==> src/hw/rtl/prng_seed_and_next_unit_macros.svh <==
// Assertion macros shared by the random-number unit's modules.
`ifndef PRNG_SEED_AND_NEXT_UNIT_MACROS_SVH
`define PRNG_SEED_AND_NEXT_UNIT_MACROS_SVH

`ifndef SYNTH
// Concurrent check that is switched off while reset is asserted.
`define PRNGSN_ASSERT(lbl, clk, rstn, prop) \
    lbl: assert property (@(posedge clk) disable iff (!(rstn)) (prop)) \
        else $error("prngsn assertion failed");
// Concurrent check that also holds while reset is asserted.
`define PRNGSN_ASSERT_ALWAYS(lbl, clk, prop) \
    lbl: assert property (@(posedge clk) (prop)) \
        else $error("prngsn assertion failed");
`else
`define PRNGSN_ASSERT(lbl, clk, rstn, prop)
`define PRNGSN_ASSERT_ALWAYS(lbl, clk, prop)
`endif

`endif

==> src/hw/rtl/prngsn_pkg.sv <==
// Types and constants of the random-number unit.
package prngsn_pkg;

    // Splitmix64 increment and mixing multipliers.
    localparam logic [63:0] K_GAMMA = 64'h9E3779B97F4A7C15;
    localparam logic [63:0] K_MIX_A = 64'hBF58476D1CE4E5B9;
    localparam logic [63:0] K_MIX_B = 64'h94D049BB133111EB;

    // Operation codes.
    localparam logic OP_SEED = 1'b0;
    localparam logic OP_NEXT = 1'b1;

    // Controller states.
    typedef enum logic [3:0] {
        ST_IDLE,
        ST_MIX_IN,
        ST_MUL_LL,
        ST_MUL_LH,
        ST_MUL_HL,
        ST_MUL_FIN,
        ST_MID,
        ST_STORE,
        ST_NXT_SCR,
        ST_NXT_FIN,
        ST_RESP
    } t_state;

    // Partial-product steps of the 64x64 low-half multiply.
    typedef enum logic [2:0] {
        MUL_NONE,
        MUL_LL,
        MUL_LH,
        MUL_HL,
        MUL_FIN
    } t_mul;

    // Kind of result to deliver.
    typedef enum logic [1:0] {
        KIND_SEED,
        KIND_FAULT,
        KIND_VALUE
    } t_kind;

    // Commands from the controller to the datapath.
    typedef struct packed {
        logic  accept;
        logic  z_mix30;
        logic  z_mix27;
        t_mul  mul;
        logic  const_b;
        logic  store_low;
        logic  store_high;
        logic  ctr_step;
        logic  nxt_scr;
        logic  nxt_fin;
        logic  out_load;
        t_kind kind;
    } t_cmd;

    // Status from the datapath to the controller.
    typedef struct packed {
        logic out_free;
    } t_sts;

endpackage

==> src/hw/rtl/prngsn_if.sv <==
// Request and response channel interfaces of the random-number unit.
interface prngsn_req_if;
    logic        valid;
    logic        ready;
    logic        operation;
    logic [63:0] seed_value;
    logic        user_mode;

    modport source (output valid, operation, seed_value, user_mode, input ready);
    modport sink (input valid, operation, seed_value, user_mode, output ready);
endinterface

interface prngsn_rsp_if;
    logic        valid;
    logic        ready;
    logic [63:0] random_value;
    logic        value_valid;
    logic        privilege_fault;

    modport source (output valid, random_value, value_valid, privilege_fault, input ready);
    modport sink (input valid, random_value, value_valid, privilege_fault, output ready);
endinterface

==> src/hw/rtl/prng_seed_and_next_unit.sv <==
// Top level of the random-number instruction unit (xoroshiro128** with splitmix64 seeding).
//
// Requests arrive on i_req (operation, seed_value, user_mode) and each gives exactly one
// response on o_rsp (random_value, value_valid, privilege_fault). A transfer happens on a
// rising edge where valid and ready are both high. Requests are taken one at a time.
// Steps from a request transfer to its response on o_rsp:
//   user mode (fault):  straight to ST_RESP, state left alone.
//   next:               ST_NXT_SCR and ST_NXT_FIN for the shift-add scrambler, with the state
//                       update in ST_NXT_FIN, then ST_RESP.
//   seed:               each splitmix64 mix runs two 64-bit multiplies on one
//                       shared 32x32 multiplier, stepping MUL_LL, MUL_LH, MUL_HL, MUL_FIN.
// With an always-ready receiver a new request can transfer only after the response
// of the previous one has been loaded into the output register.
// i_req.ready rises again the cycle after the response is loaded, so the next request
// may transfer while the response still waits in the output register. If the receiver
// stalls, the response holds and at most one further request is finished before the unit
// waits for the output register to drain.
// Reset (synchronous, active low) clears both state words to zero, so a next before any
// seed returns zero, and drops any pending response.

module prng_seed_and_next_unit (
    input  logic                i_clk,
    input  logic                i_rst_n,
    prngsn_req_if.sink          i_req,
    prngsn_rsp_if.source        o_rsp
);

    prngsn_pkg::t_cmd w_cmd;
    prngsn_pkg::t_sts w_sts;
    logic             w_in_ready;

    assign i_req.ready = w_in_ready;

    prngsn_ctrl u_ctrl (
        .i_clk       (i_clk),
        .i_rst_n     (i_rst_n),
        .i_in_valid  (i_req.valid),
        .i_operation (i_req.operation),
        .i_user_mode (i_req.user_mode),
        .o_in_ready  (w_in_ready),
        .o_cmd       (w_cmd),
        .i_sts       (w_sts)
    );

    prngsn_dp u_dp (
        .i_clk             (i_clk),
        .i_rst_n           (i_rst_n),
        .i_cmd             (w_cmd),
        .o_sts             (w_sts),
        .i_seed_value      (i_req.seed_value),
        .o_out_valid       (o_rsp.valid),
        .i_out_ready       (o_rsp.ready),
        .o_random_value    (o_rsp.random_value),
        .o_value_valid     (o_rsp.value_valid),
        .o_privilege_fault (o_rsp.privilege_fault)
    );

endmodule

==> src/hw/rtl/prngsn_ctrl.sv <==
// Controller state machine of the random-number unit.
`include "prng_seed_and_next_unit_macros.svh"

module prngsn_ctrl (
    input  logic                i_clk,
    input  logic                i_rst_n,
    input  logic                i_in_valid,
    input  logic                i_operation,
    input  logic                i_user_mode,
    output logic                o_in_ready,
    output prngsn_pkg::t_cmd    o_cmd,
    input  prngsn_pkg::t_sts    i_sts
);

    prngsn_pkg::t_state r_state, n_state;
    prngsn_pkg::t_kind  r_kind, n_kind;
    logic               r_second, n_second;
    logic               r_const_b, n_const_b;
    logic               w_accept;

    assign w_accept = i_in_valid && (r_state == prngsn_pkg::ST_IDLE);

    // State and sequencing registers.
    always_ff @(posedge i_clk) begin
        if (!i_rst_n) begin
            r_state   <= prngsn_pkg::ST_IDLE;
            r_kind    <= prngsn_pkg::KIND_SEED;
            r_second  <= 1'b0;
            r_const_b <= 1'b0;
        end else begin
            r_state   <= n_state;
            r_kind    <= n_kind;
            r_second  <= n_second;
            r_const_b <= n_const_b;
        end
    end

    // Next state and datapath commands.
    always_comb begin
        n_state    = r_state;
        n_kind     = r_kind;
        n_second   = r_second;
        n_const_b  = r_const_b;
        o_in_ready = 1'b0;
        o_cmd      = '0;
        o_cmd.mul  = prngsn_pkg::MUL_NONE;
        o_cmd.kind = r_kind;
        o_cmd.const_b = r_const_b;
        unique case (r_state)
            prngsn_pkg::ST_IDLE: begin
                o_in_ready   = 1'b1;
                o_cmd.accept = w_accept;
                if (w_accept) begin
                    n_second  = 1'b0;
                    n_const_b = 1'b0;
                    if (i_user_mode) begin
                        n_kind  = prngsn_pkg::KIND_FAULT;
                        n_state = prngsn_pkg::ST_RESP;
                    end else if (i_operation == prngsn_pkg::OP_NEXT) begin
                        n_kind  = prngsn_pkg::KIND_VALUE;
                        n_state = prngsn_pkg::ST_NXT_SCR;
                    end else begin
                        n_kind  = prngsn_pkg::KIND_SEED;
                        n_state = prngsn_pkg::ST_MIX_IN;
                    end
                end
            end
            prngsn_pkg::ST_MIX_IN: begin
                o_cmd.z_mix30 = 1'b1;
                n_state       = prngsn_pkg::ST_MUL_LL;
            end
            prngsn_pkg::ST_MUL_LL: begin
                o_cmd.mul = prngsn_pkg::MUL_LL;
                n_state   = prngsn_pkg::ST_MUL_LH;
            end
            prngsn_pkg::ST_MUL_LH: begin
                o_cmd.mul = prngsn_pkg::MUL_LH;
                n_state   = prngsn_pkg::ST_MUL_HL;
            end
            prngsn_pkg::ST_MUL_HL: begin
                o_cmd.mul = prngsn_pkg::MUL_HL;
                n_state   = prngsn_pkg::ST_MUL_FIN;
            end
            prngsn_pkg::ST_MUL_FIN: begin
                o_cmd.mul = prngsn_pkg::MUL_FIN;
                if (r_const_b) begin
                    n_state = prngsn_pkg::ST_STORE;
                end else begin
                    n_const_b = 1'b1;
                    n_state   = prngsn_pkg::ST_MID;
                end
            end
            prngsn_pkg::ST_MID: begin
                o_cmd.z_mix27 = 1'b1;
                n_state       = prngsn_pkg::ST_MUL_LL;
            end
            prngsn_pkg::ST_STORE: begin
                if (r_second) begin
                    o_cmd.store_high = 1'b1;
                    n_state          = prngsn_pkg::ST_RESP;
                end else begin
                    o_cmd.store_low = 1'b1;
                    o_cmd.ctr_step  = 1'b1;
                    n_second        = 1'b1;
                    n_const_b       = 1'b0;
                    n_state         = prngsn_pkg::ST_MIX_IN;
                end
            end
            prngsn_pkg::ST_NXT_SCR: begin
                o_cmd.nxt_scr = 1'b1;
                n_state       = prngsn_pkg::ST_NXT_FIN;
            end
            prngsn_pkg::ST_NXT_FIN: begin
                o_cmd.nxt_fin = 1'b1;
                n_state       = prngsn_pkg::ST_RESP;
            end
            prngsn_pkg::ST_RESP: begin
                if (i_sts.out_free) begin
                    o_cmd.out_load = 1'b1;
                    n_state        = prngsn_pkg::ST_IDLE;
                end
            end
            default: begin
                n_state = prngsn_pkg::ST_IDLE;
            end
        endcase
    end

    // A refused request goes straight to the response.
    `PRNGSN_ASSERT(a_fault_direct, i_clk, i_rst_n,
        w_accept && i_user_mode |=> r_state == prngsn_pkg::ST_RESP)
    // The second multiply of a mix ends the mix.
    `PRNGSN_ASSERT(a_mix_done, i_clk, i_rst_n,
        r_state == prngsn_pkg::ST_MUL_FIN && r_const_b |=> r_state == prngsn_pkg::ST_STORE)
    // A response that finds the output free is handed over at once.
    `PRNGSN_ASSERT(a_resp_leaves, i_clk, i_rst_n,
        r_state == prngsn_pkg::ST_RESP && i_sts.out_free |=> r_state == prngsn_pkg::ST_IDLE)

endmodule

==> src/hw/rtl/prngsn_dp.sv <==
// Datapath of the random-number unit: state words, shared multiplier, output register.
`include "prng_seed_and_next_unit_macros.svh"

module prngsn_dp (
    input  logic                i_clk,
    input  logic                i_rst_n,
    input  prngsn_pkg::t_cmd    i_cmd,
    output prngsn_pkg::t_sts    o_sts,
    input  logic [63:0]         i_seed_value,
    output logic                o_out_valid,
    input  logic                i_out_ready,
    output logic [63:0]         o_random_value,
    output logic                o_value_valid,
    output logic                o_privilege_fault
);

    logic [63:0] r_s0, r_s1;
    logic [63:0] r_ctr;
    logic [63:0] r_z;
    logic [63:0] r_acc;
    logic [63:0] r_prod;
    logic [63:0] r_val;
    logic        r_out_valid;
    logic [63:0] r_rand;
    logic        r_vv;
    logic        r_pf;

    logic [63:0] w_k;
    logic [31:0] w_mul_a, w_mul_b;
    logic [63:0] w_prod;
    logic [63:0] w_x5;
    logic [63:0] w_t;

    // Operand selection for one 32x32 partial product.
    always_comb begin
        w_k     = i_cmd.const_b ? prngsn_pkg::K_MIX_B : prngsn_pkg::K_MIX_A;
        w_mul_a = (i_cmd.mul == prngsn_pkg::MUL_HL) ? r_z[63:32] : r_z[31:0];
        w_mul_b = (i_cmd.mul == prngsn_pkg::MUL_LH) ? w_k[63:32] : w_k[31:0];
        w_prod  = 64'(w_mul_a) * 64'(w_mul_b);
        w_x5    = r_s0 + {r_s0[61:0], 2'b00};
        w_t     = r_s1 ^ r_s0;
    end

    // Generator state words, reset to zero.
    always_ff @(posedge i_clk) begin
        if (!i_rst_n) begin
            r_s0 <= '0;
            r_s1 <= '0;
        end else if (i_cmd.store_low) begin
            r_s0 <= r_acc ^ {31'b0, r_acc[63:31]};
        end else if (i_cmd.store_high) begin
            r_s1 <= r_acc ^ {31'b0, r_acc[63:31]};
        end else if (i_cmd.nxt_fin) begin
            r_s0 <= {r_s0[39:0], r_s0[63:40]} ^ w_t ^ {w_t[47:0], 16'b0};
            r_s1 <= {w_t[26:0], w_t[63:27]};
        end
    end

    // Splitmix counter, mix value, product and accumulator.
    always_ff @(posedge i_clk) begin
        if (i_cmd.accept) begin
            r_ctr <= i_seed_value + prngsn_pkg::K_GAMMA;
        end else if (i_cmd.ctr_step) begin
            r_ctr <= r_ctr + prngsn_pkg::K_GAMMA;
        end
        if (i_cmd.z_mix30) begin
            r_z <= r_ctr ^ {30'b0, r_ctr[63:30]};
        end else if (i_cmd.z_mix27) begin
            r_z <= r_acc ^ {27'b0, r_acc[63:27]};
        end else if (i_cmd.nxt_scr) begin
            r_z <= {w_x5[56:0], w_x5[63:57]};
        end
        r_prod <= w_prod;
        case (i_cmd.mul)
            prngsn_pkg::MUL_LH: r_acc <= r_prod;
            prngsn_pkg::MUL_HL,
            prngsn_pkg::MUL_FIN: r_acc <= r_acc + {r_prod[31:0], 32'b0};
            default: r_acc <= r_acc;
        endcase
        if (i_cmd.nxt_fin) begin
            r_val <= r_z + {r_z[60:0], 3'b000};
        end
    end

    // Output register: holds one result until the receiver takes it.
    always_ff @(posedge i_clk) begin
        if (!i_rst_n) begin
            r_out_valid <= 1'b0;
        end else if (i_cmd.out_load) begin
            r_out_valid <= 1'b1;
        end else if (i_out_ready) begin
            r_out_valid <= 1'b0;
        end
    end

    always_ff @(posedge i_clk) begin
        if (i_cmd.out_load) begin
            r_rand <= (i_cmd.kind == prngsn_pkg::KIND_VALUE) ? r_val : 64'b0;
            r_vv   <= (i_cmd.kind == prngsn_pkg::KIND_VALUE);
            r_pf   <= (i_cmd.kind == prngsn_pkg::KIND_FAULT);
        end
    end

    assign o_sts.out_free    = !r_out_valid || i_out_ready;
    assign o_out_valid       = r_out_valid;
    assign o_random_value    = r_rand;
    assign o_value_valid     = r_vv;
    assign o_privilege_fault = r_pf;

    // An all-zero state stays all zero through a next step.
    `PRNGSN_ASSERT(a_zero_state, i_clk, i_rst_n,
        i_cmd.nxt_fin && r_s0 == 64'b0 && r_s1 == 64'b0 |=> r_s0 == 64'b0 && r_s1 == 64'b0)
    // A loaded result is presented in the next cycle.
    `PRNGSN_ASSERT(a_load_shows, i_clk, i_rst_n, i_cmd.out_load |=> r_out_valid)
    // A result is never loaded over one that the receiver has not taken.
    `PRNGSN_ASSERT_ALWAYS(a_no_overwrite, i_clk,
        !(i_cmd.out_load && r_out_valid && !i_out_ready))

endmodule

==> src/flat_wrapper.sv <==
// flat-port wrapper written by rule: the top's interface ports become plain ports
module prng_seed_and_next_unit_flat 
  (i_clk, i_rst_n, i_req_valid, i_req_operation, i_req_seed_value, i_req_user_mode, i_req_ready, o_rsp_valid, o_rsp_random_value, o_rsp_value_valid, o_rsp_privilege_fault, o_rsp_ready);
  prngsn_req_if i_req_i ();
  prngsn_rsp_if o_rsp_i ();
  input  logic i_clk;
  input  logic i_rst_n;
  input wire logic [$bits(i_req_i.valid)-1:0] i_req_valid;
  input wire logic [$bits(i_req_i.operation)-1:0] i_req_operation;
  input wire logic [$bits(i_req_i.seed_value)-1:0] i_req_seed_value;
  input wire logic [$bits(i_req_i.user_mode)-1:0] i_req_user_mode;
  output wire logic [$bits(i_req_i.ready)-1:0] i_req_ready;
  output wire logic [$bits(o_rsp_i.valid)-1:0] o_rsp_valid;
  output wire logic [$bits(o_rsp_i.random_value)-1:0] o_rsp_random_value;
  output wire logic [$bits(o_rsp_i.value_valid)-1:0] o_rsp_value_valid;
  output wire logic [$bits(o_rsp_i.privilege_fault)-1:0] o_rsp_privilege_fault;
  input wire logic [$bits(o_rsp_i.ready)-1:0] o_rsp_ready;
  assign i_req_i.valid = i_req_valid;
  assign i_req_i.operation = i_req_operation;
  assign i_req_i.seed_value = i_req_seed_value;
  assign i_req_i.user_mode = i_req_user_mode;
  assign i_req_ready = i_req_i.ready;
  assign o_rsp_valid = o_rsp_i.valid;
  assign o_rsp_random_value = o_rsp_i.random_value;
  assign o_rsp_value_valid = o_rsp_i.value_valid;
  assign o_rsp_privilege_fault = o_rsp_i.privilege_fault;
  assign o_rsp_i.ready = o_rsp_ready;
  prng_seed_and_next_unit u_core (.i_clk(i_clk), .i_rst_n(i_rst_n), .i_req(i_req_i), .o_rsp(o_rsp_i));
endmodule
==> config.mk <==
export PLATFORM = sky130hd
export DESIGN_NAME = prng_seed_and_next_unit_flat
export DESIGN_NICKNAME = d
export VERILOG_FILES = /design/src/hw/rtl/prngsn_pkg.sv /design/src/hw/rtl/prngsn_if.sv /design/src/hw/rtl/prng_seed_and_next_unit.sv /design/src/hw/rtl/prngsn_ctrl.sv /design/src/hw/rtl/prngsn_dp.sv /design/src/flat_wrapper.sv
export VERILOG_INCLUDE_DIRS = /design/src /design/src/hw/rtl
export SDC_FILE = /design/constraint.sdc
export NUM_CORES = 2
export LEC_CHECK = 0
export ABC_CLOCK_PERIOD_IN_PS = 26600
export BUFFER_PORTS_ARGS = -buffer_cell sky130_fd_sc_hd__buf_4
export CAP_MARGIN = 20
export CORE_ASPECT_RATIO = 0.9
export CORE_MARGIN = 10
export CORE_UTILIZATION = 35
export DETAILED_ROUTE_END_ITERATION = 8
export GPL_TIMING_DRIVEN = 0
export SYNTH_ARGS = -nofsm -noshare
export SYNTH_HDL_FRONTEND = slang
export SYNTH_SLANG_ARGS = --single-unit
==> constraint.sdc <==
create_clock -name i_clk -period 26.6 [get_ports i_clk]
set_input_delay 3.99 -clock i_clk [delete_from_list [all_inputs] [get_ports i_clk]]
set_output_delay 3.99 -clock i_clk [all_outputs]
set_load 0.005 [all_outputs]
* After elaboration in Yosys (flattened, before gate mapping)
Cells that the tools add are included.
** Storage, ports and cells
- Bits in registers :: 523
- Input bits :: 70
- Output and inout bits :: 68
** Operators by class
- Add/sub/neg operators :: 5
- $mul :: 1
- Equality and inequality tests :: 19
- Muxes and demuxes :: 41
- Bitwise operators :: 7
- Reductions and logical operators :: 20
** Operators by type and width (number)
- $mux W64 :: 10
- $add A64 B64 Y64 :: 3
- $xor A64 B64 Y64 :: 3
- $add A64 B64 Y64 const B :: 2
- $pmux W64 S2 :: 1
- $mul A32 B32 Y64 :: 1
- $mux W32 :: 2
- $xor A64 B33 Y64 :: 1
- $xor A64 B34 Y64 :: 1
- $xor A64 B37 Y64 :: 1
- $mux W62 :: 1
- $pmux W4 S10 :: 1
- $mux W4 :: 5
- $eq A4 B3 Y1 const B :: 4
- $mux W1 :: 15
- $eq A4 B4 Y1 const B :: 3
- $pmux W3 S4 :: 1
- $reduce_bool A2 Y1 :: 6
- $reduce_and A2 Y1 :: 5
- $eq A4 B2 Y1 const B :: 2
- $eq A3 B2 Y1 const B :: 2
- $ne A2 B2 Y1 const B :: 3
- $reduce_bool A3 Y1 :: 2
- $eq A4 B1 Y1 const B :: 1
- other kinds (15) :: 17

* Longest topological paths before layout
- Depth in word-level cells :: 6
- Gate-level depth with buffers :: 39
- Mapped depth without buffers :: 34

* Cells and area by module
From an unflattened synthesis, not the netlist that was laid out.
** Unflattened totals
- Cells, all modules :: 6717
- Area, all modules :: 63742.4 sq um
** By module, submodules not included
- prngsn_dp :: times used 1, cells each 6638, area an instance 63105.5 sq um, sequential area each 13533.0 sq um
- prngsn_ctrl :: times used 1, cells each 79, area an instance 636.9 sq um, sequential area each 160.2 sq um

* Worst setup path after synthesis
Ideal clock, no wire load.
- Path type :: register -> register
- From :: reg u_core.u_ctrl.r_state[3]
- To :: reg u_core.u_dp.r_prod[63]
- Arrival time :: 9.248 ns
- Data required time :: 26.480 ns
- Setup slack :: 17.232 ns
- Cell stages (with the launch flop) :: 32
- Buffers on the path :: 4
- Clock period less this slack :: 9.368 ns
- Cell sequence :: dfxtp_1 > buf_6 > nor3_1 > clkbuf_1 > clkbuf_1 > mux2_2 > clkbuf_1 > inv_1 > nor2_1 > fa_1 > fa_1 > inv_1 > fa_1 > fa_1 > inv_1 > fa_1 > inv_1 > fa_1 > inv_1 > fa_1 > fa_1 > ha_1 > nand4_1 > or3_1 > o21a_1 > nor4bb_1 > o21ai_1 > o31ai_1 > a41o_1 > a2111oi_0 > o21bai_1 > xnor2_1
** Between the ends
- Cells in the longest elaborated chain, start to end :: 5
- Elaborated cells between the ends (all ways) :: 10
- Classes of those cells :: 1 x mul; 6 x eq/ne; 3 x mux
** Ends and longest elaborated chain
- from (decl) :: line prngsn_ctrl.sv:15 : prngsn_pkg::t_state r_state, n_state;
- from (signal assigned) :: line prngsn_ctrl.sv:26 : r_state <= prngsn_pkg::ST_IDLE;
- from (signal assigned) :: line prngsn_ctrl.sv:31 : r_state <= n_state;
- $eq A4 B3 Y1 or $eq A4 B2 Y1 (tied branches) :: line prngsn_ctrl.sv:49 : unique case (r_state)
- $pmux W3 S4 * :: line prngsn_ctrl.sv:49
- $eq A3 B2 Y1, on equally long branches :: line prngsn_dp.sv:37, prngsn_dp.sv:38
- $mux W32, on equally long branches :: line prngsn_dp.sv:37, prngsn_dp.sv:38
- $mul A32 B32 Y64 * :: line prngsn_dp.sv:39 : w_prod = 64'(w_mul_a) * 64'(w_mul_b);
- via u_core.u_dp.w_prod[63] :: line prngsn_dp.sv:30 : logic [63:0] w_prod;
- to (signal assigned) :: line prngsn_dp.sv:73 : r_prod <= w_prod;
- to (decl) :: line prngsn_dp.sv:21 : logic [63:0] r_prod;
The timed path passes the listed nets; every way through them passes the cells marked *.
A chain may end at the register's enable or synchronous reset.

* Worst setup path after layout
- From :: reg u_core.u_ctrl.r_state[0]
- To :: reg u_core.u_dp.r_prod[59]
The elaborated chain is that of the path after synthesis.

==> summary.txt <==
Outcome
  – Outcome: complete, no violations

Detailed routing
  – TritonRoute pass-1 iters: 8
  – Final routed DRC violation total: 0
  – Routed wirelength normalized by instance count: 26.3 um
  – Detailed Route WL: ~250000 um
  – Count of routing violations after the opening detailed-route iteration: roughly 5600
  – Via count normalized by instance count: 5.43
  – Remaining number of nets flagged by the antenna check after routing: 0
  – Total number of vias: 51200

Placement
  – Number of buffer cells added on primary ports: 135
  – Global placer's final weighted congestion: between 1 and 1.5
  – Total half-perimeter wirelength after legalization and detailed placement: roughly 210000 um

Timing
  – RSZ-0062 raised after global routing: false
  – Worst slew margin relative to its limit: 14.1%
  – Fraction of the cycle the final worst path needs: 49.7%
  – Shortest clock period the worst path allows after layout: 13.21 ns
  – Final hold viol count: 0
  – Max frequency: approximately 76 MHz
  – Final setup fails: 0
  – Worst clock skew on the final layout: ~0.084 ns
  – Slew at the pin closest to its max-slew limit: 1.29 ns
  – Max Slew Vio Count: 0
  – Summed negative setup slack over all endpoints: 0 ns

Cells and area
  – Layout net count: roughly 8400
  – Area growth from synthesis to layout: 10.8%
  – Proportion of layout cells with a drive suffix above 1: 5.49%
  – Commonest non-fill, non-tap cell in the layout: inv_1
  – Most frequent cells in the layout: inv_1, fa_1, nand2_1, ha_1, nor2_1

Floorplan
  – Die Span X: 469 um
  – Die Area: just under 0.2 mm2
  – Initial Util: a little over a third
  – Ports placed on the boundary: 138
  – Vert. Die Dim: 424 um
  – Row cnt: 148
  – Placeable core region: 0.181 mm2

Yosys
  – Post-synthesis average cell area: 9.41 um2
  – Total number of yosys warnings: 0
  – Share of synthesized area spent on multiplexers: 1.44%
  – Simple-gate share of the synthesized area: 11.7%
  – Post-Synth Adder-Cell Area: 35.3%
  – Post-synthesis instance total: 6741
  – Xor and xnor fraction of the mapped netlist area: about 8.3%
  – Cell area after synthesis: roughly 0.063 mm2
  – Sequential share of the synthesized area: 21.6%
  – Number of distinct library cells after synthesis: between 90 and 100
  – Number of nets in the synthesized netlist: 8125
  – Share of synthesized flip-flops with an asynchronous set or reset: 0%
  – Synthesized-area fraction occupied by ao, oa, aoi and oai cells: 13.4%
  – Post-synthesis sequential element count: about 520
  – Most frequently used flop master after synthesis: edfxtp_1
  – Dominant combinational cell family by area after synthesis: adder cells
  – Number of enable-type register cells in the synthesized netlist: ~320

Critical path
  – Arrival time reported for the critical path endpoint: 13.84 ns
  – CP startpoint: u_core.u_ctrl.r_state[0]$_SDFFE_PN0P_
  – Worst Path Max Fanout: 10
  – CP Data Required Time: about 27 ns
  – Worst R2R Start: u_core.u_ctrl.r_state[0]$_SDFFE_PN0P_
  – Stages on worst setup path: 35
  – Bufs and invs on worst path: 13
  – Length in cells of the worst reg-to-reg path: 35
  – Largest delay contributor family on the critical path: adder cells
  – Kind of critical path: reg -> reg
  – Reg-to-reg endpoint: u_core.u_dp.r_prod[59]$_DFF_P_
  – Type of element capturing the critical path: flop
  – R2r setup slk: 13.39 ns
  – Slowest-stage cell, CP: clkbuf_1
  – Critical path capture point: u_core.u_dp.r_prod[59]$_DFF_P_
  – Highest cell delay on the worst timing path: 0.87 ns
  – Most frequent CP cell: fa_1
  – Startpoint kind of the worst setup timing path: flop

CTS
  – Insertion delay to the later sink of the worst-skew pair: about 0.74 ns
  – Maximum buffer depth of the clock tree: 3
  – Maximum level of the CTS H-tree: 2
  – CTS tree: yes
  – Clock slew at reported path FFs: 0.06 ns
  – CTS-repair resized insts: 0
  – Root Driver: clkbuf_16
  – Num Clock Sinks: 523
  – Post-CTS Setup Bufs: 0
  – Count of hold-fix buffers inserted at cts: 0
  – Num CTS Buffers: 61

Global route
  – Global-route wire length before repair: 357000 um
  – Leftover overflow at the end of global routing: 0
  – Antenna violations before repair: 10
  – Via count of the first global-routing pass: 51400
  – Global routing usage summed across all routing layers: 24.4%
  – Pin count of the biggest net entering global routing: 65

Min path
  – Class of the most critical hold timing path: reg -> reg

Job
  – Max capacitance violation total: 0
worst min-delay path: cells and delay by family, from the launching register on:
family,cells,cell delay (ns)
simple gates,1,0.05
compound gates,1,0.07
flops,1,0.32
area by class of cell:
class	instances	area [um2]
Multi-Input combinational cell	4858	44600
Tap cell	2400	3000
Clock buffer	77	1680
Inverter	1089	4090
Clock inverter	35	524
Antenna cell	9	22.5
Sequential cell	523	13700
Timing Repair Buffer	164	1550
Buffer	271	1110
Fill cell	18100	110000
cells by family (layout without fill, tap and decap cells):
logic type | count (synthesis) | after routing
adders and majority gates | 1314 | 1314
and+or+nand+nor | 1580 | 1580
xor gates and xnor gates | 601 | 601
AOI/OAI and AO/OA | 1275 | 1275
muxes | 88 | 88
other | 0 | 9
DFF | 523 | 523
buffers and inverters | 1360 | 1636
synthesized netlist by cell type (all sizes together) (9+ instances only):
| library cell | count | area [um2] |
|---|---|---|
| a31o | 11 | 96.3 |
| o21bai | 55 | 413 |
| edfxtp | 322 | 9670 |
| o22ai | 22 | 138 |
| and2 | 177 | 1110 |
| o21a | 38 | 285 |
| o211ai | 60 | 450 |
| mux2 | 26 | 293 |
| nor3 | 51 | 255 |
| ha | 519 | 6490 |
| nand4 | 51 | 334 |
| inv | 1083 | 4070 |
| buf | 38 | 233 |
| dfxtp | 201 | 4020 |
| a21oi | 335 | 1690 |
| a2111oi | 9 | 85.1 |
| or2 | 19 | 121 |
| fa | 795 | 15900 |
| a21o | 163 | 1220 |
| or3 | 20 | 125 |
| a221oi | 20 | 181 |
| a41oi | 14 | 123 |
| and3 | 22 | 138 |
| nor2b | 58 | 363 |
| a22oi | 52 | 395 |
| a21boi | 101 | 762 |
| a211o | 10 | 87.6 |
| mux2i | 62 | 621 |
| o21ai | 187 | 951 |
| xor2 | 198 | 1730 |
| a31oi | 39 | 244 |
| o31ai | 26 | 214 |
| o211a | 19 | 190 |
| nand3 | 51 | 260 |
| nor4 | 19 | 119 |
| clkbuf | 233 | 876 |
| nor2 | 435 | 1650 |
| nand2b | 118 | 738 |
| xnor2 | 403 | 3530 |
| nand2 | 532 | 2000 |
| a211oi | 56 | 425 |
sequential cells by signal, indices dropped and copies added, names as in the netlist, 4 cells and up:
| signal | cells |
|---|---|
| u_core.u_dp.r_z | 64 |
| u_core.u_dp.r_ctr | 64 |
| u_core.u_dp.r_prod | 64 |
| u_core.u_dp.r_val | 64 |
| u_core.u_dp.r_s1 | 64 |
| u_core.u_dp.r_acc | 64 |
| u_core.u_dp.r_s0 | 64 |
| u_core.u_ctrl.r_state | 4 |
| u_core.u_dp.o_random_value | 64 |
stage by stage:
stage	util (%)	instances	cell area, um2	setup WS [ns]	hold WS [ns]
6_report	38.9	9426	70300	13.39	0.494
5_1_grt	38.9	9418	70300	13.06	0.530
4_1_cts	38.9	9416	70200	13.40	0.501
3_5_place_dp	37.7	9304	68000	13.39	0.495
3_3_place_gp	37.4	9276	67500	11.98	0.467
2_1_floorplan	-	6741	63400	17.23	0.450
routing by layer:
metal | routed length (um) | global-route usage (%) | share of wire (%) | up-vias
met1 | 102000 | 32.9 | 41 | 25300
met2 | 106000 | 36.8 | 43 | 2683
li1 | - | - | - | 22600
met3 | 26100 | 5.85 | 11 | 592
met4 | 13900 | 11.3 | 5.6 | 10
met5 | 62 | 0 | 0.025 | -
how the worst min path moves through the flow:
stage,depth (start not counted),end,startpoint,slack [ns]
floorplan,2,u_core.u_ctrl.r_kind[1]$_SDFFE_PN0P_,u_core.u_ctrl.r_kind[1]$_SDFFE_PN0P_,0.45
global placement,2,u_core.u_ctrl.r_kind[0]$_SDFFE_PN0P_,u_core.u_ctrl.r_kind[0]$_SDFFE_PN0P_,0.47
detailed placement,2,u_core.u_dp.r_acc[48]$_DFFE_PP_,u_core.u_dp.r_prod[48]$_DFF_P_,0.49
CTS,2,u_core.u_ctrl.r_kind[1]$_SDFFE_PN0P_,u_core.u_ctrl.r_kind[1]$_SDFFE_PN0P_,0.50
global route,1,u_core.u_dp.o_random_value[32]$_SDFFCE_PN0P_,u_core.u_dp.r_val[32]$_DFFE_PP_,0.53
finish,2,u_core.u_ctrl.r_kind[1]$_SDFFE_PN0P_,u_core.u_ctrl.r_kind[1]$_SDFFE_PN0P_,0.49
Power is left out: the tool's default activity adds up to more than one toggle a clock period on the data nets, which glitch-free logic cannot reach.
